==> src/rtl/alignment_stats_histogrammer_top_assert.svh <==
// Assertion macros for the alignment statistics histogrammer.
`ifndef ALIGNMENT_STATS_HISTOGRAMMER_TOP_ASSERT_SVH
`define ALIGNMENT_STATS_HISTOGRAMMER_TOP_ASSERT_SVH
`ifndef SYNTHESIS
`define ASH_ASSERT_IMPL(lbl, ante, cons, msg) \
  lbl: assert property (@(posedge clk_i) disable iff (!rst_ni) (ante) |-> (cons)) \
    else $error(msg);
`define ASH_ASSERT_NEXT(lbl, ante, cons, msg) \
  lbl: assert property (@(posedge clk_i) disable iff (!rst_ni) (ante) |=> (cons)) \
    else $error(msg);
`else
`define ASH_ASSERT_IMPL(lbl, ante, cons, msg)
`define ASH_ASSERT_NEXT(lbl, ante, cons, msg)
`endif
`endif

==> src/rtl/ash_fifo.sv <==
// Small register queue with push/full and pop/empty sides and an occupancy count.
`timescale 1ns / 1ps
module ash_fifo #(
  parameter int unsigned WIDTH = 32,
  parameter int unsigned DEPTH = 4
) (
  input  logic                         clk_i,
  input  logic                         rst_ni,
  input  logic                         push_i,
  input  logic [WIDTH-1:0]             data_i,
  output logic                         full_o,
  input  logic                         pop_i,
  output logic [WIDTH-1:0]             data_o,
  output logic                         empty_o,
  output logic [$clog2(DEPTH+1)-1:0]   count_o
);
  localparam int unsigned PW = (DEPTH > 1) ? $clog2(DEPTH) : 1;
  localparam int unsigned CW = $clog2(DEPTH + 1);

  logic [WIDTH-1:0] slot_q [DEPTH];
  logic [PW-1:0]    wr_ptr_q, rd_ptr_q;
  logic [CW-1:0]    cnt_q;
  logic             do_push, do_pop;

  assign full_o  = (cnt_q == CW'(DEPTH));
  assign empty_o = (cnt_q == '0);
  assign count_o = cnt_q;
  assign data_o  = slot_q[rd_ptr_q];
  assign do_push = push_i && !full_o;
  assign do_pop  = pop_i && !empty_o;

  always_ff @(posedge clk_i or negedge rst_ni) begin
    if (!rst_ni) begin
      wr_ptr_q <= '0;
      rd_ptr_q <= '0;
      cnt_q    <= '0;
    end else begin
      if (do_push) begin
        wr_ptr_q <= (wr_ptr_q == PW'(DEPTH - 1)) ? '0 : wr_ptr_q + PW'(1);
      end
      if (do_pop) begin
        rd_ptr_q <= (rd_ptr_q == PW'(DEPTH - 1)) ? '0 : rd_ptr_q + PW'(1);
      end
      if (do_push && !do_pop) begin
        cnt_q <= cnt_q + CW'(1);
      end else if (do_pop && !do_push) begin
        cnt_q <= cnt_q - CW'(1);
      end
    end
  end

  always_ff @(posedge clk_i) begin
    if (do_push) begin
      slot_q[wr_ptr_q] <= data_i;
    end
  end
endmodule

==> config.mk <==
export PLATFORM = sky130hd
export DESIGN_NAME = ash_fifo
export DESIGN_NICKNAME = d
export VERILOG_FILES = /design/src/rtl/alignment_stats_histogrammer_top_assert.svh /design/src/rtl/ash_fifo.sv
export SDC_FILE = /design/constraint.sdc
export NUM_CORES = 1
export LEC_CHECK = 0
export CAP_MARGIN = 0
export CORE_ASPECT_RATIO = 1.5
export CORE_UTILIZATION = 30
export CTS_CLUSTER_SIZE = 20
export DETAILED_ROUTE_END_ITERATION = 7
export DONT_BUFFER_PORTS = 1
export GPL_TIMING_DRIVEN = 0
export PLACE_DENSITY = 0.41
export SYNTH_ARGS = -nofsm -noshare
export SYNTH_HDL_FRONTEND = slang
export SYNTH_SLANG_ARGS = --single-unit
export TNS_END_PERCENT = 30
==> constraint.sdc <==
create_clock -name clk_i -period 6.2 [get_ports clk_i]
set_input_delay 0 -clock clk_i [delete_from_list [all_inputs] [get_ports clk_i]]
set_output_delay 0 -clock clk_i [all_outputs]
set_load 0.03 [all_outputs]
==> results of run 1 <==
==> flip-flops by register name, indices dropped and copies added (netlist names) <==
signal and flops:
slot_q 128, count_o 3, rd_ptr_q 2, wr_ptr_q 2
==> final cells by class <==
class                      count  area share
inverter                       3     0.00178
tap                          206      0.0408
timing repair buffer          39      0.0694
sequential                   135       0.637
buffer                         9     0.00793
multi-input combinational     58       0.155
antenna                        1    0.000396
clock inverter                15      0.0204
clock buffer                  17      0.0674
==> placed cells by master (no fill, tap or decap), types with 3 or more instances in the layout <==
cell type	netlist	layout
mux4_2	32	32
buf_12	0	3
ha_1	6	6
inv_1	3	3
buf_4	3	3
buf_2	4	4
and2_2	0	4
clkinvlp_4	0	5
edfxtp_1	128	128
clkbuf_16	0	17
dlygate4sd3_1	0	35
inv_6	0	4
dfrtp_1	7	7
==> per-stage QoR <==
stage               std cells  utilization  power [mW]
floorplan                 205            -        2.10
global placement          411        0.325        2.30
detailed placement        415        0.331        2.34
CTS                       482        0.386        3.31
global route              483        0.387        3.40
finish                    483        0.387        3.24
==> tightest hold or removal path, cell delays in order <==
cell	delay, ps
nor2b_1	90
buf_2	200
mux2_4	170
==> cell families after synthesis <==
family,count (synthesis)
compound gates,2
fa+ha+maj,7
buf+inv,12
flops,135
xor+xnor,3
mux,36
simple gates,10
==> power by group through the flow <==
stage / registers [mW] / clock network (mW) / logic, mW
2_1_floorplan: 1.30 / 0 / 0.804
3_3_place_gp: 1.31 / 0 / 0.983
3_5_place_dp: 1.31 / 0 / 1.03
4_1_cts: 1.29 / 0.963 / 1.06
5_1_grt: 1.31 / 1.00 / 1.10
6_report: 1.29 / 0.934 / 1.02
==> per-layer routing <==
| metal | GRT usage | share of wire |
|---|---|---|
| met1 | 0.142 | 0.41 |
| met2 | 0.199 | 0.53 |
| met3 | 0.0408 | 0.050 |
| met4 | 0.0467 | 0.010 |
| met5 | 0 | 0 |
==> worst paths after layout <==
| check | from | to | slack, ps | cells after the start |
|---|---|---|---|---|
| min | push_i | wr_ptr_q[1] | 90 | 3 |
| min in group asynchronous | rst_ni | rd_ptr_q[1] | 490 | 2 |
| min reg2reg | wr_ptr_q[1] | wr_ptr_q[1] | 590 | 1 |
| max | count_o[2] | count_o[1] | 3680 | 7 |
| max in group asynchronous | rst_ni | wr_ptr_q[0] | 5440 | 2 |
| max reg2reg | count_o[2] | count_o[1] | 3680 | 7 |
==> what timing repair did <==
item	CTS	global route
hold endpoints to repair	138	0
gates resized for setup	0	0
hold buffers	35	0
==> results.cfg, run 1 <==
[place]
portBuffers = 0
post-place-ws_ps = 3650
placed_area_um2 = 5410
gp_congestion = 0.641
dp_hpwl_mm = 5.67

[die]
die_area_um2 = 17400
start_util = 0.310
die_w_um = 108
rows = 57
core_area_um2 = 16300
die_y_um = 161
pin_count = 73

[global_route]
grt_max_degree = 26
antenna_found_initial = 1
grt_pass1_wl_mm = 14.5
track_usage = 0.120
grt_pass1_vias = 2413
grt.overflow.total = 0

[synth]
synth.most_common_cell = edfxtp_1
syn_avg_cell_area_um2 = 24.7
seq_area_frac_synth = 0.795
syn-num-nets = 248
synthAdderAreaFrac = 0.0188
synth_cell_types = 20
yosysTopAreaCell = edfxtp_1
synth_xor_area_frac = 0.00520
syn_inst = 205
syn_area_um2 = 5060
synth-compound-area-share = 0.00396
synth_top_family_by_area = multiplexers
synth_common_cells = edfxtp_1 (128), mux4_2 (32), dfrtp_1 (7)
ys_warn_count = 0
synth_edf_count = 128
ys.flop_type = edfxtp_1
async_flop_share = 0.0519
synth_mux_area_frac = 0.153
yosys.area_share.simple = 0.0121
ys_ff_latch = 135
synth_top_area_frac = 0.760
ys_top_cells_by_area = edfxtp_1 (76%), mux4_2 (14%), dfrtp_1 (3.5%), ha_1 (1.5%), mux2_4 (0.59%)

[sta]
maxSlewHeadroom = 0.410
setup_viol = 0
rsz0062_at_grt = no
finalHoldViolations = 0
hold-worst-slack_ps = 92.3
finalSetupTns_ps = 0
period_share = 0.407
setup_ws_ps = 3680
slew_violations = 0
clock_skew_ps = 9.75
max_slew.worst_pin.slew_ps = 878
fmax_ghz = 0.396
period_needed_ps = 2520

[finish]
area_growth_pct = 24.9
fillers = 1459
drive_above_1_share = 0.301
final-seq-area_um2 = 4020
nNetsFinal = 306
fin_area_um2 = 6310
multi_input_area_um2 = 981

[pwr]
netSwitchingPower_mw = 1.12
p_seq_frac = 0.398
leakage_nw = 2.07
p_int_mw = 2.11
peakVddDrop_mv = 0.212
pwr-share-clk = 0.288
swShare = 0.347
p_comb_frac = 0.314
powerDensity_nw_per_um2 = 513

[job]
maxCapViolations = 0

[clock_tree]
htree_levels = 4
clkTransAtPathRegs_ps = 60
clk_path_buf_depth = 2
root_buffer = clkbuf_16
clock_sinks = 135
insertion_delay_ps = 410
post_cts_buffers = 0
numCtsBuffers = 17
cts_tree = done

[routing]
wl_per_cell_um = 19.6
dr.pass1.iters = 4
vias = 2190
wl_mm = 9.45
drt_iter0_drc = 67
vias_per_cell = 4.53
final_antenna_net_count = 0
drc = 0

[status]
status = complete, no violations

[setup_path]
end_kind = flip-flop
worstPathMaxFanout = 7
cpLargestDelayFamily = simple AND/OR/NAND/NOR gates
start_kind = flip-flop
crit_buf_inv = 2
path_class = flip-flop to flip-flop
required_ps = 6490
slowest_delay_ps = 590
cp_slowest_cell = dfrtp_1
path_cells = nor3b_2 -> nor2b_1 -> buf_2 -> ha_1 -> inv_1 -> fa_1 -> mux2_2
cp_data_arrival_time_ps = 2820

[hold_path]
hold_class = primary input to flip-flop
Power figures use the tool's default switching activity.
==> run 2, diff against run 1 <==
ABC_AREA = 1   (was not set)
PLACE_DENSITY = 0.42   (was 0.41)
clock period = 2.3 ns   (was 6.2 ns; I/O delays follow)
==> results.cfg, run 2 <==
[clock_tree]
clkTransAtPathRegs_ps = 60
clk_path_buf_depth = 2
post_cts_buffers = 0
insertion_delay_ps = 420
htree_levels = 4
clock_sinks = 135
root_buffer = clkbuf_16
numCtsBuffers = 17
cts_tree = done

[finish]
utilization = 0.384
multi_input_area_um2 = 1110
fillers = 1678
largest_reg_flops = 128
top_register = slot_q
mostFrequentLayoutCells = edfxtp_1 (128), nand2_1 (110), inv_1 (79)
mostFrequentLayoutCell = edfxtp_1
final-seq-area_um2 = 4020
nNetsFinal = 536
drive_above_1_share = 0.121
area_growth_pct = 25.3
n_antenna_cell = 0

[synth]
synthAdderAreaFrac = 0.0173
synth_cell_types = 16
syn_avg_cell_area_um2 = 12.7
ys.flop_type = edfxtp_1
yosys.area_share.simple = 0.0875
syn_area_um2 = 5490
ys_warn_count = 0
synth_edf_count = 128
syn-num-nets = 477
synth.most_common_cell = edfxtp_1
ys_ff_latch = 135
synth-compound-area-share = 0.0884
seq_area_frac_synth = 0.731
async_flop_share = 0.0519
synth_common_cells = edfxtp_1 (128), nand2_1 (111), inv_1 (79)
synth_top_family_by_area = compound AO/OA/AOI/OAI gates
syn_inst = 434
synth_xor_area_frac = 0.00159
ys_top_cells_by_area = edfxtp_1 (70%), o211ai_1 (8.7%), nand2_1 (7.6%), inv_1 (5.4%), dfrtp_1 (3.2%)
yosysTopAreaCell = edfxtp_1
synth_top_area_frac = 0.700
synth_mux_area_frac = 0

[setup_path]
cp_slowest_cell = dfrtp_1
worstPathMaxFanout = 7
path_class = flip-flop to flip-flop
start_kind = flip-flop
cpLargestDelayFamily = adder cells
end_kind = flip-flop
rrSetupSlack_ps = 240
required_ps = 2590
crit_buf_inv = 2
ff2ff_path_depth = 8
r2r_start = count_o[2]
crit_top_cell = inv_1
cp_data_arrival_time_ps = 2350
path_cells = nand3_1 -> nand2_4 -> inv_1 -> ha_1 -> inv_1 -> fa_1 -> nand2_1 -> o21ai_0
r2r-end = count_o[1]
worstSetupPathDepth = 8
slowest_delay_ps = 550

[sta]
finalHoldViolations = 0
slew_violations = 0
maxSlewHeadroom = 0.576
period_needed_ps = 2060
setup_ws_ps = 238
fmax_ghz = 0.485
period_share = 0.896
clock_skew_ps = 9.87
max_slew.worst_pin.slew_ps = 636
hold-worst-slack_ps = 295
setup_viol = 0

[place]
post-place-ws_ps = -44.2
dp_hpwl_mm = 7.84
portBuffers = 0
gp_congestion = 0.683

[pwr]
peakVddDrop_mv = 0.697
leakage_nw = 2.68
powerDensity_nw_per_um2 = 1420

[global_route]
track_usage = 0.144
grt_max_degree = 23
grt.overflow.total = 0
grt_pass1_vias = 3517
antenna_found_initial = 0
grt_pass1_wl_mm = 19.8

[hold_path]
whs_path_depth = 1
min_to = slot_q[3][7]
hold_class = primary input to flip-flop
hold_path_startpoint = data_i[7]

[routing]
vias_per_cell = 4.59
final_antenna_net_count = 0
vias = 3319
dr.pass1.iters = 4
drc = 0
wl_per_cell_um = 17.3
drt_iter0_drc = 147
wl_mm = 12.5

[die]
die_y_um = 168
die_area_um2 = 18900
die_w_um = 112
start_util = 0.306
pin_count = 73
core_area_um2 = 17900
rows = 60

[status]
status = complete, no violations

[job]
maxCapViolations = 0
run 2: repair_timing:
action                                  in CTS  in global routing
endpoints found under the setup margin      38                 38
resized for setup                            1                  3
hold buffers                                36                  0
hold endpoints to repair                   140                  0
run 2: power breakdown:
group / switching, mW / leakage (nW) / internal (mW)
sequential: 0.208 / 1.26 / 3.24
combinational: 2.64 / 1.12 / 0.809
clock: 1.01 / 0.304 / 1.84
run 2: cell type report:
cell class                 instances  area share
timing repair buffer              40      0.0661
tap                              217      0.0394
clock buffer                      20      0.0649
buffer                            21      0.0153
inverter                          80      0.0436
multi-input combinational        198       0.161
sequential                       135       0.584
clock inverter                    12      0.0258
run 2: kinds of logic after synthesis:
kind of cell / Yosys count
flops: 135
simple gates: 125
buf+inv: 101
compound gates: 65
fa+ha+maj: 7
xor+xnor: 1
run 2: worst max-delay path by stage:
| stage | start | to |
|---|---|---|
| 2_1_floorplan | count_o[0] | slot_q[0][0] |
| 3_3_place_gp | count_o[1] | slot_q[3][26] |
| 3_5_place_dp | count_o[1] | slot_q[2][26] |
| 4_1_cts | count_o[1] | count_o[2] |
| 5_1_grt | count_o[1] | count_o[2] |
| 6_report | count_o[2] | count_o[1] |
run 2: stage by stage:
step | instances | total power [mW] | cell area, um^2 | setup TNS, ps
5_1_grt | 723 | 10.3 | 6890 | -1.40
4_1_cts | 723 | 9.90 | 6880 | 0
3_3_place_gp | 651 | 6.82 | 5770 | -238680
3_5_place_dp | 655 | 6.97 | 5890 | -877
2_1_floorplan | 434 | 5.97 | 5490 | -55100
6_report | 723 | 9.75 | 6890 | 0
run 2: per-layer routing:
layer | vias up | share of wire | GRT usage
li1 | 1610 | - | -
met1 | 1626 | 0.44 | 0.171
met2 | 68 | 0.50 | 0.246
met3 | 15 | 0.040 | 0.0376
met4 | 0 | 0.014 | 0.0580
met5 | - | 0 | 0
==> run 3, diff against run 2 <==
CELL_PAD_IN_SITES_DETAIL_PLACEMENT = 1   (was not set)
CELL_PAD_IN_SITES_GLOBAL_PLACEMENT = 1   (was not set)
PLACE_DENSITY = 0.5   (was 0.42)
==> results.cfg, run 3 (synthesis results as in run 2) <==
[die]
die_area_um2 = 18900
die_y_um = 168
die_w_um = 112
core_area_um2 = 17900
pin_count = 73
rows = 60
start_util = 0.306

[clock_tree]
insertion_delay_ps = 410
clock_sinks = 135
numCtsBuffers = 17
htree_levels = 4
root_buffer = clkbuf_16
cts_tree = done
clk_path_buf_depth = 2
clkTransAtPathRegs_ps = 60

[finish]
drive_above_1_share = 0.124
largest_reg_flops = 128
mostFrequentLayoutCells = edfxtp_1 (128), nand2_1 (110), inv_1 (79)
mostFrequentLayoutCell = edfxtp_1
fillers = 1901
area_growth_pct = 26.5
n_antenna_cell = 0
nNetsFinal = 539
top_register = slot_q
utilization = 0.387

[routing]
drc = 0
drt_iter0_drc = 162
final_antenna_net_count = 0
wl_mm = 13.2
vias_per_cell = 4.70
dr.pass1.iters = 4
vias = 3408
wl_per_cell_um = 18.2

[sta]
finalHoldViolations = 0
finalSetupTns_ps = 0
max_slew.worst_pin.slew_ps = 676
slew_violations = 0
maxSlewHeadroom = 0.550
setup_viol = 0
rsz0062_at_grt = no
clock_skew_ps = 11.2
period_needed_ps = 2080
fmax_ghz = 0.481
period_share = 0.904

[pwr]
peakVddDrop_mv = 0.638
swShare = 0.393
p_comb_frac = 0.355
powerDensity_nw_per_um2 = 1420
pwr-share-clk = 0.295
p_seq_frac = 0.349
p_int_mw = 6.00
netSwitchingPower_mw = 3.89
leakage_nw = 2.71

[setup_path]
cp_data_arrival_time_ps = 2370
worstPathMaxFanout = 7
end_kind = flip-flop
start_kind = flip-flop
required_ps = 2590
path_class = flip-flop to flip-flop
ff2ff_path_depth = 9

[hold_path]
whs_path_depth = 1
hold_class = primary input to flip-flop

[global_route]
grt_pass1_vias = 3688
antenna_found_initial = 0
track_usage = 0.148
grt_pass1_wl_mm = 20.5
grt.overflow.total = 0
grt_max_degree = 20

[place]
dp_hpwl_mm = 8.53
gp_congestion = 0.670
portBuffers = 0

[job]
maxCapViolations = 0

[status]
status = complete, no violations
run 3: worst max-delay path, cell delays in order (launching register included):
cell,delay (ps)
dfrtp_2,490
inv_1,130
nand3_1,190
nand2_4,220
inv_1,60
ha_1,210
inv_1,100
fa_1,410
nand2_1,70
o21ai_0,70
run 3: power groups by stage:
| stage | combinational (mW) | sequential [mW] | clock [mW] |
|---|---|---|---|
| floorplan | 2.50 | 3.48 | 0 |
| detailed placement | 3.50 | 3.51 | 0 |
| CTS | 3.63 | 3.46 | 2.97 |
| finish | 3.51 | 3.45 | 2.92 |
| global placement | 3.27 | 3.53 | 0 |
| global route | 3.87 | 3.50 | 3.06 |
run 3: cell type report:
class	count	area [um^2]	share of cell area
plain buffers	21	105	0.0151
repair buffers	43	510	0.0734
clock inverters	13	205	0.0295
well taps	217	272	0.0391
inverters	80	300	0.0432
flip-flops and latches	135	4020	0.579
clock buffers	18	429	0.0617
multi-input cells	198	1110	0.159
run 3: per-layer routing:
layer / share of wire / track usage / vias to the layer above
li1: - / - / 1613
met2: 0.54 / 0.262 / 76
met3: 0.042 / 0.0391 / 6
met5: 0 / 0 / -
met1: 0.41 / 0.170 / 1713
met4: 0.0096 / 0.0522 / 0
run 3: what timing repair did:
action	CTS	global route
pin swaps	2	0
endpoints found under the hold margin	140	0
hold buffers	36	0
endpoints found under the setup margin	71	19
buffers inserted	3	0
cloned	0	0
gates resized for setup	2	2
run 3: final timing paths:
kind	start	end	slack, ps
setup / recovery	count_o[1]	count_o[1]	220
hold / removal	data_i[6]	slot_q[0][6]	300
setup reg to reg	count_o[1]	count_o[1]	220
hold reg to reg	wr_ptr_q[1]	wr_ptr_q[1]	540
max in group asynchronous	rst_ni	count_o[0]	1520
min in group asynchronous	rst_ni	count_o[1]	480
run 3: through the flow:
step | std cells | worst slack, ps | power [mW] | hold slack (ps) | instance area [um^2]
2_1_floorplan | 434 | -430 | 5.97 | -296 | 5490
3_3_place_gp | 651 | -1830 | 6.79 | -295 | 5770
3_5_place_dp | 655 | -132 | 7.01 | -295 | 5900
4_1_cts | 725 | 43.6 | 10.1 | 280 | 6940
5_1_grt | 725 | 27.2 | 10.4 | 300 | 6950
6_report | 725 | 222 | 9.89 | 297 | 6950
