==> config.mk <==
export PLATFORM = sky130hd
export DESIGN_NAME = ash_front
export DESIGN_NICKNAME = d
export VERILOG_FILES = /design/src/rtl/alignment_stats_histogrammer_top_assert.svh /design/src/rtl/ash_pkg.sv /design/src/rtl/ash_front.sv
export SDC_FILE = /design/constraint.sdc
export NUM_CORES = 1
export LEC_CHECK = 0
export BUFFER_PORTS_ARGS = -buffer_cell sky130_fd_sc_hd__buf_4
export CORE_ASPECT_RATIO = 1.25
export CORE_MARGIN = 4
export CORE_UTILIZATION = 45
export DETAILED_ROUTE_END_ITERATION = 16
export PLACE_DENSITY = 0.7
export SYNTH_ARGS = -nofsm -noshare
export SYNTH_HDL_FRONTEND = slang
export SYNTH_SLANG_ARGS = --single-unit
==> constraint.sdc <==
create_clock -name vclk -period 4.3
set_input_delay 0.43 -clock vclk [all_inputs]
set_output_delay 0.43 -clock vclk [all_outputs]
set_load 0.01 [all_outputs]
==> src/rtl/alignment_stats_histogrammer_top_assert.svh <==
// Assertion macros for the alignment statistics histogrammer.
`ifndef ALIGNMENT_STATS_HISTOGRAMMER_TOP_ASSERT_SVH
`define ALIGNMENT_STATS_HISTOGRAMMER_TOP_ASSERT_SVH
`ifndef SYNTHESIS
`define ASH_ASSERT_IMPL(lbl, ante, cons, msg) \
  lbl: assert property (@(posedge clk_i) disable iff (!rst_ni) (ante) |-> (cons)) \
    else $error(msg);
`define ASH_ASSERT_NEXT(lbl, ante, cons, msg) \
  lbl: assert property (@(posedge clk_i) disable iff (!rst_ni) (ante) |=> (cons)) \
    else $error(msg);
`else
`define ASH_ASSERT_IMPL(lbl, ante, cons, msg)
`define ASH_ASSERT_NEXT(lbl, ante, cons, msg)
`endif
`endif

==> src/rtl/ash_pkg.sv <==
// Shared types, constants and the saturating-increment function of the alignment statistics histogrammer.
`timescale 1ns / 1ps
package ash_pkg;
  localparam int unsigned EDIT_BINS_DEF    = 64;
  localparam int unsigned CORR_DIM_DEF     = 64;
  localparam int unsigned QUALITY_BINS_DEF = 256;
  localparam int unsigned NUM_SETS         = 3;
  localparam int unsigned NUM_OUTCOMES     = 5;
  localparam int unsigned IDX_W            = 16;
  localparam int unsigned EDIT_W           = 10;
  localparam int unsigned CNT_W            = 32;
  localparam int unsigned QUEUE_DEPTH      = 4;
  localparam int unsigned RESULT_DEPTH     = 4;

  localparam int unsigned OUT_MAPPED   = 0;
  localparam int unsigned OUT_UNIQUE   = 1;
  localparam int unsigned OUT_MULTIPLE = 2;
  localparam int unsigned OUT_AMBIG    = 3;
  localparam int unsigned OUT_UNAMBIG  = 4;

  localparam int unsigned FLG_BEST_PAIRED   = 0;
  localparam int unsigned FLG_SECOND_PAIRED = 1;
  localparam int unsigned FLG_ANCHOR_MATE2  = 2;
  localparam int unsigned FLG_ANCHOR_BEST   = 3;
  localparam int unsigned FLG_ANCHOR_SECOND = 4;
  localparam int unsigned FLG_ANCHOR_RC     = 5;
  localparam int unsigned FLG_OTHER_BEST    = 6;
  localparam int unsigned FLG_OTHER_SECOND  = 7;
  localparam int unsigned FLG_OTHER_RC      = 8;

  typedef enum logic [2:0] {
    TGT_NONE,
    TGT_TOTAL,
    TGT_OUTCOME,
    TGT_QUAL,
    TGT_EDIT,
    TGT_EDIT_RC,
    TGT_EDIT_NORC,
    TGT_CORR
  } tgt_e;

  typedef struct packed {
    logic              mapped;
    logic              multiple;
    logic              equal;
    logic              edit_ok;
    logic              rc;
    logic              corr_ok;
    logic [EDIT_W-1:0] edit;
    logic [IDX_W-1:0]  corr_idx;
  } upd_t;

  typedef struct packed {
    logic                     is_read;
    tgt_e                     tgt;
    logic [1:0]               rset;
    logic [IDX_W-1:0]         ridx;
    logic [7:0]               mapq;
    upd_t [NUM_SETS-1:0]      upd;
  } op_t;

  function automatic logic [CNT_W-1:0] sat_inc(input logic [CNT_W-1:0] x);
    return (x == '1) ? x : x + CNT_W'(1);
  endfunction
endpackage

==> src/rtl/ash_front.sv <==
// Front end: classifies one item into counter updates per set or a decoded counter read.
`timescale 1ns / 1ps
module ash_front #(
  parameter int unsigned EDIT_BINS    = ash_pkg::EDIT_BINS_DEF,
  parameter int unsigned CORR_DIM     = ash_pkg::CORR_DIM_DEF,
  parameter int unsigned QUALITY_BINS = ash_pkg::QUALITY_BINS_DEF
) (
  input  logic               action_i,
  input  logic [8:0]         flags_i,
  input  logic [7:0]         mapq_i,
  input  logic signed [15:0] anchor_best_score_i,
  input  logic signed [15:0] anchor_second_score_i,
  input  logic signed [15:0] other_best_score_i,
  input  logic signed [15:0] other_second_score_i,
  input  logic [9:0]         anchor_best_edits_i,
  input  logic [9:0]         anchor_second_edits_i,
  input  logic [9:0]         other_best_edits_i,
  input  logic [9:0]         other_second_edits_i,
  input  logic [13:0]        counter_address_i,
  output ash_pkg::op_t       op_o
);
  import ash_pkg::*;

  localparam int unsigned D2   = CORR_DIM * CORR_DIM;
  localparam int unsigned QB   = 1 + NUM_SETS * NUM_OUTCOMES;
  localparam int unsigned EB   = QB + NUM_SETS * QUALITY_BINS;
  localparam int unsigned ERB  = EB + NUM_SETS * EDIT_BINS;
  localparam int unsigned ENB  = ERB + NUM_SETS * EDIT_BINS;
  localparam int unsigned CB   = ENB + NUM_SETS * EDIT_BINS;
  localparam int unsigned ENDA = CB + NUM_SETS * D2;

  typedef struct packed {
    logic [1:0]       set;
    logic [IDX_W-1:0] idx;
  } loc_t;

  function automatic loc_t split(input logic [31:0] off, input int unsigned n);
    loc_t l;
    if (off < n) begin
      l.set = 2'd0;
      l.idx = IDX_W'(off);
    end else if (off < 2 * n) begin
      l.set = 2'd1;
      l.idx = IDX_W'(off - n);
    end else begin
      l.set = 2'd2;
      l.idx = IDX_W'(off - 2 * n);
    end
    return l;
  endfunction

  function automatic upd_t mapped_upd(input logic multiple, input logic rc,
                                      input logic signed [16:0] first,
                                      input logic signed [16:0] second,
                                      input logic [10:0] fe, input logic [10:0] se);
    upd_t             u;
    logic [11:0]      fe1, se1;
    logic [IDX_W-1:0] col;
    u          = '0;
    fe1        = {1'b0, fe} + 12'd1;
    se1        = {1'b0, se} + 12'd1;
    u.mapped   = 1'b1;
    u.multiple = multiple;
    u.equal    = (first == second);
    u.rc       = rc;
    u.edit_ok  = multiple && (32'(fe) < EDIT_BINS);
    u.edit     = fe[EDIT_W-1:0];
    u.corr_ok  = multiple && (32'(fe1) < CORR_DIM);
    col        = (32'(se1) < CORR_DIM) ? IDX_W'(se1) : '0;
    u.corr_idx = IDX_W'(32'(fe1) * CORR_DIM + 32'(col));
    return u;
  endfunction

  function automatic upd_t mate_upd(input logic best_al, input logic second_al,
                                    input logic rc,
                                    input logic signed [15:0] bs,
                                    input logic signed [15:0] ss,
                                    input logic [9:0] be, input logic [9:0] se);
    upd_t u;
    if (best_al) begin
      u = mapped_upd(second_al, rc, 17'(bs), 17'(ss), {1'b0, be}, {1'b0, se});
    end else begin
      u         = '0;
      u.corr_ok = 1'b1;
    end
    return u;
  endfunction

  logic [31:0] addr;
  loc_t        loc;
  upd_t        anchor_u, other_u;

  always_comb begin
    addr     = 32'(counter_address_i);
    op_o     = '0;
    loc      = '0;
    anchor_u = mate_upd(flags_i[FLG_ANCHOR_BEST], flags_i[FLG_ANCHOR_SECOND],
                        flags_i[FLG_ANCHOR_RC], anchor_best_score_i,
                        anchor_second_score_i, anchor_best_edits_i,
                        anchor_second_edits_i);
    other_u  = mate_upd(flags_i[FLG_OTHER_BEST], flags_i[FLG_OTHER_SECOND],
                        flags_i[FLG_OTHER_RC], other_best_score_i,
                        other_second_score_i, other_best_edits_i,
                        other_second_edits_i);
    op_o.is_read = action_i;
    op_o.mapq    = mapq_i;
    if (addr == 32'd0) begin
      op_o.tgt = TGT_TOTAL;
    end else if (addr < QB) begin
      op_o.tgt = TGT_OUTCOME;
      loc      = split(addr - 32'd1, NUM_OUTCOMES);
    end else if (addr < EB) begin
      op_o.tgt = TGT_QUAL;
      loc      = split(addr - QB, QUALITY_BINS);
    end else if (addr < ERB) begin
      op_o.tgt = TGT_EDIT;
      loc      = split(addr - EB, EDIT_BINS);
    end else if (addr < ENB) begin
      op_o.tgt = TGT_EDIT_RC;
      loc      = split(addr - ERB, EDIT_BINS);
    end else if (addr < CB) begin
      op_o.tgt = TGT_EDIT_NORC;
      loc      = split(addr - ENB, EDIT_BINS);
    end else if (addr < ENDA) begin
      op_o.tgt = TGT_CORR;
      loc      = split(addr - CB, D2);
    end else begin
      op_o.tgt = TGT_NONE;
    end
    op_o.rset = loc.set;
    op_o.ridx = loc.idx;
    if (flags_i[FLG_BEST_PAIRED]) begin
      op_o.upd[0] = mapped_upd(flags_i[FLG_SECOND_PAIRED], flags_i[FLG_ANCHOR_RC],
                               17'(anchor_best_score_i) + 17'(other_best_score_i),
                               17'(anchor_second_score_i) + 17'(other_second_score_i),
                               11'(anchor_best_edits_i) + 11'(other_best_edits_i),
                               11'(anchor_second_edits_i) + 11'(other_second_edits_i));
    end else if (flags_i[FLG_ANCHOR_MATE2]) begin
      op_o.upd[1] = other_u;
      op_o.upd[2] = anchor_u;
    end else begin
      op_o.upd[1] = anchor_u;
      op_o.upd[2] = other_u;
    end
  end
endmodule

==> results of run 1 <==
==> repair_timing <==
action,in CTS,in global routing
setup endpoints to repair,0,1
gates resized for setup,0,1
buffers inserted,0,1
==> cells in the final DEF (no fill, tap or decap), types with 13 or more instances in the layout <==
cell	instances
sky130_fd_sc_hd__a21oi_1	102
sky130_fd_sc_hd__o21ai_0	58
sky130_fd_sc_hd__mux2i_1	17
sky130_fd_sc_hd__a31oi_1	17
sky130_fd_sc_hd__xor2_1	42
sky130_fd_sc_hd__o211ai_1	13
sky130_fd_sc_hd__nor4_1	21
sky130_fd_sc_hd__nor2_1	144
sky130_fd_sc_hd__xnor2_1	112
sky130_fd_sc_hd__a21o_1	25
sky130_fd_sc_hd__buf_4	272
sky130_fd_sc_hd__inv_1	43
sky130_fd_sc_hd__nand3b_1	22
sky130_fd_sc_hd__nor3_1	39
sky130_fd_sc_hd__ha_1	92
sky130_fd_sc_hd__nor2b_1	17
sky130_fd_sc_hd__nand2_1	79
sky130_fd_sc_hd__nand2b_1	15
sky130_fd_sc_hd__nand3_1	81
sky130_fd_sc_hd__or3_1	14
sky130_fd_sc_hd__conb_1	17
==> synthesized netlist by cell type (4+ instances only) <==
| cell type | n | area, sq um |
|---|---|---|
| sky130_fd_sc_hd__a21o_1 | 25 | 188 |
| sky130_fd_sc_hd__o22ai_1 | 6 | 37.5 |
| sky130_fd_sc_hd__ha_1 | 92 | 1150 |
| sky130_fd_sc_hd__inv_1 | 43 | 161 |
| sky130_fd_sc_hd__a311oi_1 | 5 | 43.8 |
| sky130_fd_sc_hd__o21ai_1 | 8 | 40.0 |
| sky130_fd_sc_hd__nand2b_1 | 15 | 93.8 |
| sky130_fd_sc_hd__nor4_1 | 21 | 131 |
| sky130_fd_sc_hd__and3_1 | 12 | 75.1 |
| sky130_fd_sc_hd__o31ai_1 | 4 | 30.0 |
| sky130_fd_sc_hd__nand4_1 | 12 | 75.1 |
| sky130_fd_sc_hd__or4_1 | 6 | 45.0 |
| sky130_fd_sc_hd__nor3b_1 | 6 | 45.0 |
| sky130_fd_sc_hd__and2_1 | 12 | 75.1 |
| sky130_fd_sc_hd__buf_4 | 10 | 75.1 |
| sky130_fd_sc_hd__a2111oi_0 | 6 | 52.6 |
| sky130_fd_sc_hd__a211oi_1 | 11 | 82.6 |
| sky130_fd_sc_hd__o21bai_1 | 9 | 67.6 |
| sky130_fd_sc_hd__or3_1 | 14 | 87.6 |
| sky130_fd_sc_hd__o31a_1 | 7 | 61.3 |
| sky130_fd_sc_hd__nand3_1 | 81 | 405 |
| sky130_fd_sc_hd__xor2_1 | 42 | 368 |
| sky130_fd_sc_hd__clkbuf_1 | 47 | 176 |
| sky130_fd_sc_hd__o21a_1 | 11 | 82.6 |
| sky130_fd_sc_hd__o211ai_1 | 13 | 97.6 |
| sky130_fd_sc_hd__mux2i_1 | 17 | 170 |
| sky130_fd_sc_hd__a21oi_1 | 102 | 510 |
| sky130_fd_sc_hd__buf_2 | 9 | 45.0 |
| sky130_fd_sc_hd__nand2_1 | 79 | 297 |
| sky130_fd_sc_hd__a31oi_1 | 17 | 106 |
| sky130_fd_sc_hd__nor2_1 | 144 | 541 |
| sky130_fd_sc_hd__a211o_1 | 4 | 35.0 |
| sky130_fd_sc_hd__buf_1 | 7 | 26.3 |
| sky130_fd_sc_hd__nand3b_1 | 22 | 165 |
| sky130_fd_sc_hd__xnor2_1 | 112 | 981 |
| sky130_fd_sc_hd__fa_1 | 7 | 140 |
| sky130_fd_sc_hd__o21ai_0 | 58 | 290 |
| sky130_fd_sc_hd__nor2b_1 | 17 | 106 |
| sky130_fd_sc_hd__a221oi_1 | 5 | 43.8 |
| sky130_fd_sc_hd__or2_2 | 12 | 75.1 |
| sky130_fd_sc_hd__nor3_1 | 39 | 195 |
| sky130_fd_sc_hd__a21boi_0 | 6 | 45.0 |
| sky130_fd_sc_hd__mux2_2 | 8 | 90.1 |
==> report_power, final <==
group | leakage, uW | switching, uW | internal [uW] | total [uW]
Combinational | 0.00448 | 756 | 634 | 1390
Sequential | 0 | 0 | 0 | 0
Clock | 0 | 0 | 0 | 0
==> layer usage <==
layer / vias up / share of wire, % / wire, um
met4: 0 / 4.4 / 1290
met2: 383 / 50 / 14900
met5: - / 0 / 0
met3: 85 / 6.2 / 1820
met1: 4529 / 39 / 11500
li1: 4943 / - / -
==> worst max-delay path by stage <==
stage / cells past startpoint / from / to
after floorplan: 13 / counter_address_i[4] / op_o[110]
after CTS: 12 / counter_address_i[5] / op_o[110]
after global routing: 15 / counter_address_i[5] / op_o[110]
after detailed placement: 12 / counter_address_i[4] / op_o[110]
final: 12 / counter_address_i[4] / op_o[110]
after global placement: 12 / counter_address_i[4] / op_o[110]
==> cell families after synthesis <==
family                     count (synthesis)
and+or+nand+nor                          510
xor gates and xnor gates                 154
AOI/OAI and AO/OA                        334
buffers and inverters                    122
other                                      2
muxes                                     25
adders and majority gates                 99
==> layout make-up <==
class	instances	share of cell area [%]
multi-input combinational	1139	75.6
tap	228	2.78
inverter	47	1.72
timing repair buffer	272	19.9
==> per-stage QoR <==
stage                     instances  hold WS (ps)
after floorplan                1261           952
after global placement         1685           860
after detailed placement       1685           860
after CTS                      1685           860
after global routing           1686           860
final                          1686           860
==> metrics.log, run 1 <==
[metrics] drt wl/cell: 17.5 um
[metrics] Avg Synthesized Cell Area: 6.60 sq um
[metrics] routing layer with the top usage in global route: met2
[metrics] type of the worst setup path: input port to output pin
[metrics] Worst path slowest cell: sky130_fd_sc_hd__or4b_1
[metrics] fill count: 1809
[metrics] netlist area before placement: 8230 sq um
[metrics] maximum single-stage delay on the critical path: 540 ps
[metrics] total power density per cell area: 135 nW/um^2
[metrics] DP HPWL: 24400 um
[metrics] outcome: completed
[metrics] diode insertion count for antenna repair: 0
[metrics] final worst path period share: 95.2%
[metrics] worst-case vdd ir drop: just under 0.08 mV
[metrics] dominant combinational cell family by area after synthesis: simple AND/OR/NAND/NOR gates
[metrics] portion of the post-synthesis area used by sequential elements: 0%
[metrics] critical path fanouts, max: 10
[metrics] Worst Tran Pin Value: 1180 ps
[metrics] fin nets: between 1.5k and 2k
[metrics] XOR/XNOR share of the synthesized area: approximately 16%
[metrics] required time worst endpoint: between 3000 and 4000 ps
[metrics] Crit. End Element: output pin
[metrics] total number of vias: 9940
[metrics] total global routing track utilization: 26.8%
[metrics] hold_sp: mapq_i[0]
[metrics] number of remaining DRC errors: 0
[metrics] hold buffers post-CTS: 0
[metrics] Setup TNS: 0 ps
[metrics] class of the tightest hold or removal check: input port to output pin
[metrics] effective utilization at floorplan: 45.6%
[metrics] met1 global-route usage: 31.4%
[metrics] Total Power: about 1400 uW
[metrics] leakage: approximately 0.0045 uW
[metrics] number of distinct library cells after synthesis: 85
[metrics] initial antenna violation count: 0
[metrics] Placement Rows: 55
[metrics] worst path setup slack after routing: 208 ps
[metrics] count of clock-net buffers in the final layout: 0
[metrics] remaining max-slew budget at the tightest pin: 21.2%
[metrics] global-route wire length before repair: 46600 um
[metrics] count of input and output buffers: about 240
[metrics] global routing usage on met2: 50.0%
[metrics] setup violation total in the final timing report: 0
[metrics] num sequential: 0
[metrics] Synth Area in Compound Gates: 26.8%
[metrics] remaining global-route overflow: 0
[metrics] per-cell via count in the routed design: approximately 6
[metrics] Worst path top cell family by delay: simple AND/OR/NAND/NOR gates
[metrics] final core occ: 56.9%
[metrics] Post-Syn Instances: 1246
[metrics] share of post-route cells with drive strength above 1: between 20% and 30%
[metrics] crit path cell chain: buf_4, inv_1, ha_1, or3b_1, or4b_1, a31oi_2, and2_1, nand2_1, a311oi_1, a21oi_1, a2111oi_1, buf_4
[metrics] final slew viol count: 0
[metrics] area of the core: roughly 18000 sq um
[metrics] area share of and/or/nand/nor cells after synthesis: between 30% and 40%
[metrics] met3 track utilization from global routing: 2.05%
[metrics] routability congestion estimate from global placement: 0.979
[metrics] Max Fclk: 244 MHz
[metrics] overall die height: 159 um
[metrics] DIE AREA: approximately 20000 sq um
[metrics] # Max-Cap Violations: 0
[metrics] Arr. time, crit path: 3660 ps
[metrics] setup repair after global routing missed its margin: false
[metrics] most frequent CP cell: sky130_fd_sc_hd__buf_4
[metrics] Post-Synth Adder-Cell Area: between 15 and 20%
[metrics] multi-input gate area in the final layout: 7760 sq um
[metrics] instance count along the most critical hold path: 0
[metrics] first-pass iteration count of the detailed router: 5
[metrics] post-placement cell area: between 10000 and 15000 sq um
[metrics] post-placement setup slack: 265 ps
[metrics] yosys warns: 0
[metrics] total wire length after detailed routing: 29500 um
[metrics] Buffers & Inverters on Critical Path: 3
[metrics] area growth from synthesis to final layout: 24.8%
[metrics] endpoints failing hold: 0
[metrics] multiplexer share of the synthesized area: 3.16%
[metrics] die boundary width: 129 um
[metrics] number of global-route vias before repair: 9431
[metrics] WHS Endpoint: op_o[96]
[metrics] post-route ant nets: 0
[metrics] final instance area: 10300 sq um
[metrics] clock period minus worst slack: 4090 ps
[metrics] startpoint type of the worst setup path: input port
[metrics] flip-flop and latch area: 0 sq um
[metrics] maximum number of pins on one net before global-route repair: about 80
[metrics] Iteration-0 DRC Markers: 614
[metrics] I/O Pins: 262
No activity file was read; power rests on OpenSTA's default activity.
==> inputs of run 2 (changes only) <==
--- a/config.mk
+++ b/config.mk
@@ -7,3 +7,3 @@
 export LEC_CHECK = 0
-export BUFFER_PORTS_ARGS = -buffer_cell sky130_fd_sc_hd__buf_4
+export BUFFER_PORTS_ARGS = -buffer_cell sky130_fd_sc_hd__buf_2
 export CORE_ASPECT_RATIO = 1.25
==> constraint.sdc (replaced) <==
create_clock -name vclk -period 4.3
set_input_delay 0.43 -clock vclk [all_inputs]
set_output_delay 0.43 -clock vclk [all_outputs]
set_load 0.05 [all_outputs]
==> metrics.log, run 2 (same netlist as run 1, synthesis figures left out) <==
[metrics] final core occ: 54.2%
[metrics] met3 track utilization from global routing: 1.64%
[metrics] most common library cell in the layout ignoring fill and taps: sky130_fd_sc_hd__buf_2
[metrics] count of input and output buffers: 244
[metrics] share of post-route cells with drive strength above 1: 22.0%
[metrics] hold buffers post-CTS: 0
[metrics] Iteration-0 DRC Markers: ~820
[metrics] highest-count cells in the layout ignoring fill and taps: 244 x sky130_fd_sc_hd__buf_2, 144 x sky130_fd_sc_hd__nor2_1, 112 x sky130_fd_sc_hd__xnor2_1
[metrics] drt wl/cell: 17.4 um
[metrics] final slew viol count: 0
[metrics] setup repair after global routing missed its margin: false
[metrics] number of global-route vias before repair: 9614
[metrics] per-cell via count in the routed design: about 6
[metrics] Worst Tran Pin Value: 772 ps
[metrics] total number of vias: roughly 10k
[metrics] maximum number of pins on one net before global-route repair: 68
[metrics] # Max-Cap Violations: 0
[metrics] die boundary width: 129 um
[metrics] critical path fanouts, max: 11
[metrics] count of clock-net buffers in the final layout: 0
[metrics] routability congestion estimate from global placement: ~0.98
[metrics] flip-flop and latch area: 0 sq um
[metrics] total wire length after detailed routing: 29600 um
[metrics] instance count along the most critical hold path: 0
[metrics] Worst path top cell family by delay: simple AND/OR/NAND/NOR gates
[metrics] global-route wire length before repair: 47400 um
[metrics] endpoints failing hold: 0
[metrics] fill count: around 1.9k
[metrics] routing layer with the top usage in global route: met2
[metrics] initial antenna violation count: 0
[metrics] leakage: 0.00441 uW
[metrics] startpoint type of the worst setup path: input port
[metrics] remaining global-route overflow: 0
[metrics] Placement Rows: 55
[metrics] total global routing track utilization: between 20% and 30%
[metrics] area growth from synthesis to final layout: 18.8%
[metrics] diode insertion count for antenna repair: 0
[metrics] DIE AREA: 20500 sq um
[metrics] area of the core: ~18000 sq um
[metrics] clock period minus worst slack: 4090 ps
[metrics] class of the tightest hold or removal check: input port to output pin
[metrics] maximum single-stage delay on the critical path: 480 ps
[metrics] DP HPWL: 24300 um
[metrics] setup violation total in the final timing report: 0
[metrics] remaining max-slew budget at the tightest pin: roughly half
[metrics] number of remaining DRC errors: 0
[metrics] num sequential: 0
[metrics] Arr. time, crit path: 3660 ps
[metrics] most frequent CP cell: sky130_fd_sc_hd__buf_2
[metrics] type of the worst setup path: input port to output pin
[metrics] Buffers & Inverters on Critical Path: 3
[metrics] WHS Endpoint: op_o[100]
[metrics] worst-case vdd ir drop: 0.124 mV
[metrics] Crit. End Element: output pin
[metrics] met1 global-route usage: between 30 and 40%
[metrics] Worst path slowest cell: sky130_fd_sc_hd__or3b_1
[metrics] hold_sp: mapq_i[4]
[metrics] final worst path period share: 95.2%
[metrics] Setup TNS: 0 ps
[metrics] crit path cell chain: buf_2, inv_1, ha_1, or3b_1, a21oi_1, xnor2_1, o2111ai_2, nor3_2, o21ai_1, mux2i_1, nor4_1, or3_1, buf_2
[metrics] effective utilization at floorplan: 45.6%
[metrics] I/O Pins: 262
[metrics] overall die height: 159 um
[metrics] required time worst endpoint: 3870 ps
[metrics] fin nets: 1707
[metrics] total power density per cell area: 162 nW/um^2
[metrics] post-route ant nets: 0
[metrics] global routing usage on met2: 49.8%
[metrics] first-pass iteration count of the detailed router: 5
[metrics] post-CTS setup repair buffer count: 0
[metrics] Max Fclk: 244 MHz
[metrics] outcome: completed
-- run 2: worst max-delay path by stage --
| stage | startpoint | to | slack, ps | depth (start not counted) |
|---|---|---|---|---|
| floorplan | counter_address_i[4] | op_o[105] | 10 | 12 |
| global placement | counter_address_i[5] | op_o[110] | 280 | 12 |
| detailed placement | counter_address_i[5] | op_o[109] | 240 | 13 |
| CTS | counter_address_i[5] | op_o[109] | 230 | 13 |
| global route | counter_address_i[5] | op_o[109] | 30 | 13 |
| finish | counter_address_i[5] | op_o[109] | 210 | 13 |
-- run 2: per-layer routing --
layer	part of all wire, %	up-vias	routed length [um]
met5	0	-	0
met4	3.8	0	1120
met3	5.5	81	1620
li1	-	4965	-
met1	40	4737	11700
met2	51	408	15100
-- run 2: timing repair --
item | CTS | global route
gates resized for setup | 0 | 1
hold endpoints to repair | 0 | 0
endpoints found under the setup margin | 0 | 3
-- run 2: layout make-up --
cell class,instances,area (sq um),share of cell area (%)
multi-input combinational,1139,7790,79.7
inverter,47,176,1.80
tap,228,285,2.92
timing repair buffer,284,1520,15.6
-- run 2: through the flow --
step | hold slack (ps) | cells | setup WS [ps] | total power (uW) | cell area [sq um]
floorplan | 1030 | 1261 | 13.4 | 1200 | 8310
finish | 860 | 1698 | 208 | 1590 | 9780
global placement | 860 | 1698 | 276 | 1550 | 9770
CTS | 860 | 1698 | 228 | 1570 | 9770
global route | 860 | 1698 | 30.1 | 1730 | 9780
detailed placement | 860 | 1698 | 240 | 1560 | 9770
-- run 2: power breakdown --
| part | internal, uW | total (uW) | switching, uW | leakage (uW) |
|---|---|---|---|---|
| logic | 566 | 1590 | 1020 | 0.00441 |
| clock network | 0 | 0 | 0 | 0 |
| registers | 0 | 0 | 0 | 0 |
| total | 566 | 1590 | 1020 | 0.00441 |
==> inputs of run 3 (changes only) <==
Settings changed: BUFFER_PORTS_ARGS -buffer_cell sky130_fd_sc_hd__buf_2 to unset, DONT_BUFFER_PORTS set to 1, PLACE_DENSITY 0.7 to 0.58.
==> metrics.log, run 3 (same netlist as run 1, synthesis figures left out) <==
[metrics] fill count: 1918
[metrics] Max Fclk: roughly 250 MHz
[metrics] share of post-route cells with drive strength above 1: 7.47%
[metrics] total power density per cell area: 158 nW/um^2
[metrics] multi-input gate area in the final layout: 7830 sq um
[metrics] total wire length after detailed routing: around 28000 um
[metrics] setup repair after global routing missed its margin: false
[metrics] worst-case vdd ir drop: around 0.11 mV
[metrics] area growth from synthesis to final layout: 4.90%
[metrics] setup violation total in the final timing report: 0
[metrics] initial antenna violation count: 0
[metrics] Worst Tran Pin Value: 1210 ps
[metrics] Setup TNS: 0 ps
[metrics] most common library cell in the layout ignoring fill and taps: sky130_fd_sc_hd__nor2_1
[metrics] drt wl/cell: 19.1 um
[metrics] number of global-route vias before repair: 8386
[metrics] effective utilization at floorplan: 45.6%
[metrics] post-placement setup slack: 332 ps
[metrics] final core occ: 47.9%
[metrics] overall die height: 159 um
[metrics] maximum number of pins on one net before global-route repair: 81
[metrics] area of the core: 18000 sq um
[metrics] remaining global-route overflow: 0
[metrics] fin nets: between 1k and 1.5k
[metrics] global-route wire length before repair: approximately 44000 um
[metrics] # Max-Cap Violations: 0
[metrics] DIE AREA: around 20000 sq um
[metrics] DP HPWL: 22500 um
[metrics] Crit. End Element: output pin
[metrics] num sequential: 0
[metrics] clock period minus worst slack: 3990 ps
[metrics] diode insertion count for antenna repair: 0
[metrics] count of input and output buffers: 0
[metrics] per-cell via count in the routed design: 6.25
[metrics] Placement Rows: 55
[metrics] Total Power: approximately 1400 uW
[metrics] startpoint type of the worst setup path: input port
[metrics] routability congestion estimate from global placement: 0.943
[metrics] Iteration-0 DRC Markers: 671
[metrics] count of clock-net buffers in the final layout: 0
[metrics] leakage: approximately 0.0034 uW
[metrics] endpoints failing hold: 0
[metrics] number of remaining DRC errors: 0
[metrics] remaining max-slew budget at the tightest pin: 19.5%
[metrics] final worst path period share: 92.8%
[metrics] flip-flop and latch area: 0 sq um
[metrics] I/O Pins: roughly 260
[metrics] class of the tightest hold or removal check: input port to output pin
[metrics] outcome: completed
[metrics] type of the worst setup path: input port to output pin
[metrics] required time worst endpoint: 3870 ps
[metrics] total number of vias: 9126
[metrics] critical path fanouts, max: 16
[metrics] highest-count cells in the layout ignoring fill and taps: 144 x sky130_fd_sc_hd__nor2_1, 112 x sky130_fd_sc_hd__xnor2_1, 102 x sky130_fd_sc_hd__a21oi_1
[metrics] post-route ant nets: 0
[metrics] first-pass iteration count of the detailed router: 5
[metrics] final slew viol count: 0
[metrics] Arr. time, crit path: 3560 ps
[metrics] die boundary width: 129 um
[metrics] worst path setup slack after routing: 307 ps
[metrics] total global routing track utilization: 25.1%
==> run 3: critical path, cell delays in order <==
cell and delay (ps):
sky130_fd_sc_hd__inv_1 130, sky130_fd_sc_hd__ha_1 250, sky130_fd_sc_hd__buf_4 210, sky130_fd_sc_hd__or3b_1 440, sky130_fd_sc_hd__or4b_1 540, sky130_fd_sc_hd__a31oi_2 250
sky130_fd_sc_hd__and2_2 250, sky130_fd_sc_hd__nand2_1 60, sky130_fd_sc_hd__a311oi_1 260, sky130_fd_sc_hd__a21oi_1 90, sky130_fd_sc_hd__a2111oi_2 380, sky130_fd_sc_hd__buf_4 260
==> run 3: worst paths after layout <==
check | from | endpoint | slack (ps) | cells after the start
setup / recovery | counter_address_i[4] | op_o[110] | 310 | 12
hold / removal | mapq_i[0] | op_o[96] | 860 | 0
==> run 3: per-stage QoR <==
step	instances	cell area, sq um	hold WS [ps]
5_1_grt	1459	8630	860
3_3_place_gp	1459	8630	860
3_5_place_dp	1459	8630	860
4_1_cts	1459	8630	860
2_1_floorplan	1261	8310	1030
6_report	1459	8630	860
==> run 3: metal layers <==
layer	routed length, um	share of wire, %	GRT usage [%]
met1	11200	40	31.1
met2	13800	50	44.8
met3	1890	6.8	2.92
met4	881	3.2	7.16
met5	0	0	0
==> run 3: layout make-up <==
type	instances	share of cell area, %
multi-input combinational	1139	90.7
timing repair buffer	45	3.91
tap	228	3.31
inverter	47	2.04
==> run 3: what timing repair did <==
action / in CTS / in global routing
setup endpoints to repair: 0 / 1
gates resized for setup: 0 / 1
buffers inserted: 0 / 0
hold buffers: 0 / 0
==> run 3: report_power, final <==
part	switching (uW)	total [uW]	internal (uW)	leakage [uW]
sequential	0	0	0	0
combinational	859	1360	500	0.00336
clock	0	0	0	0
total	859	1360	500	0.00336
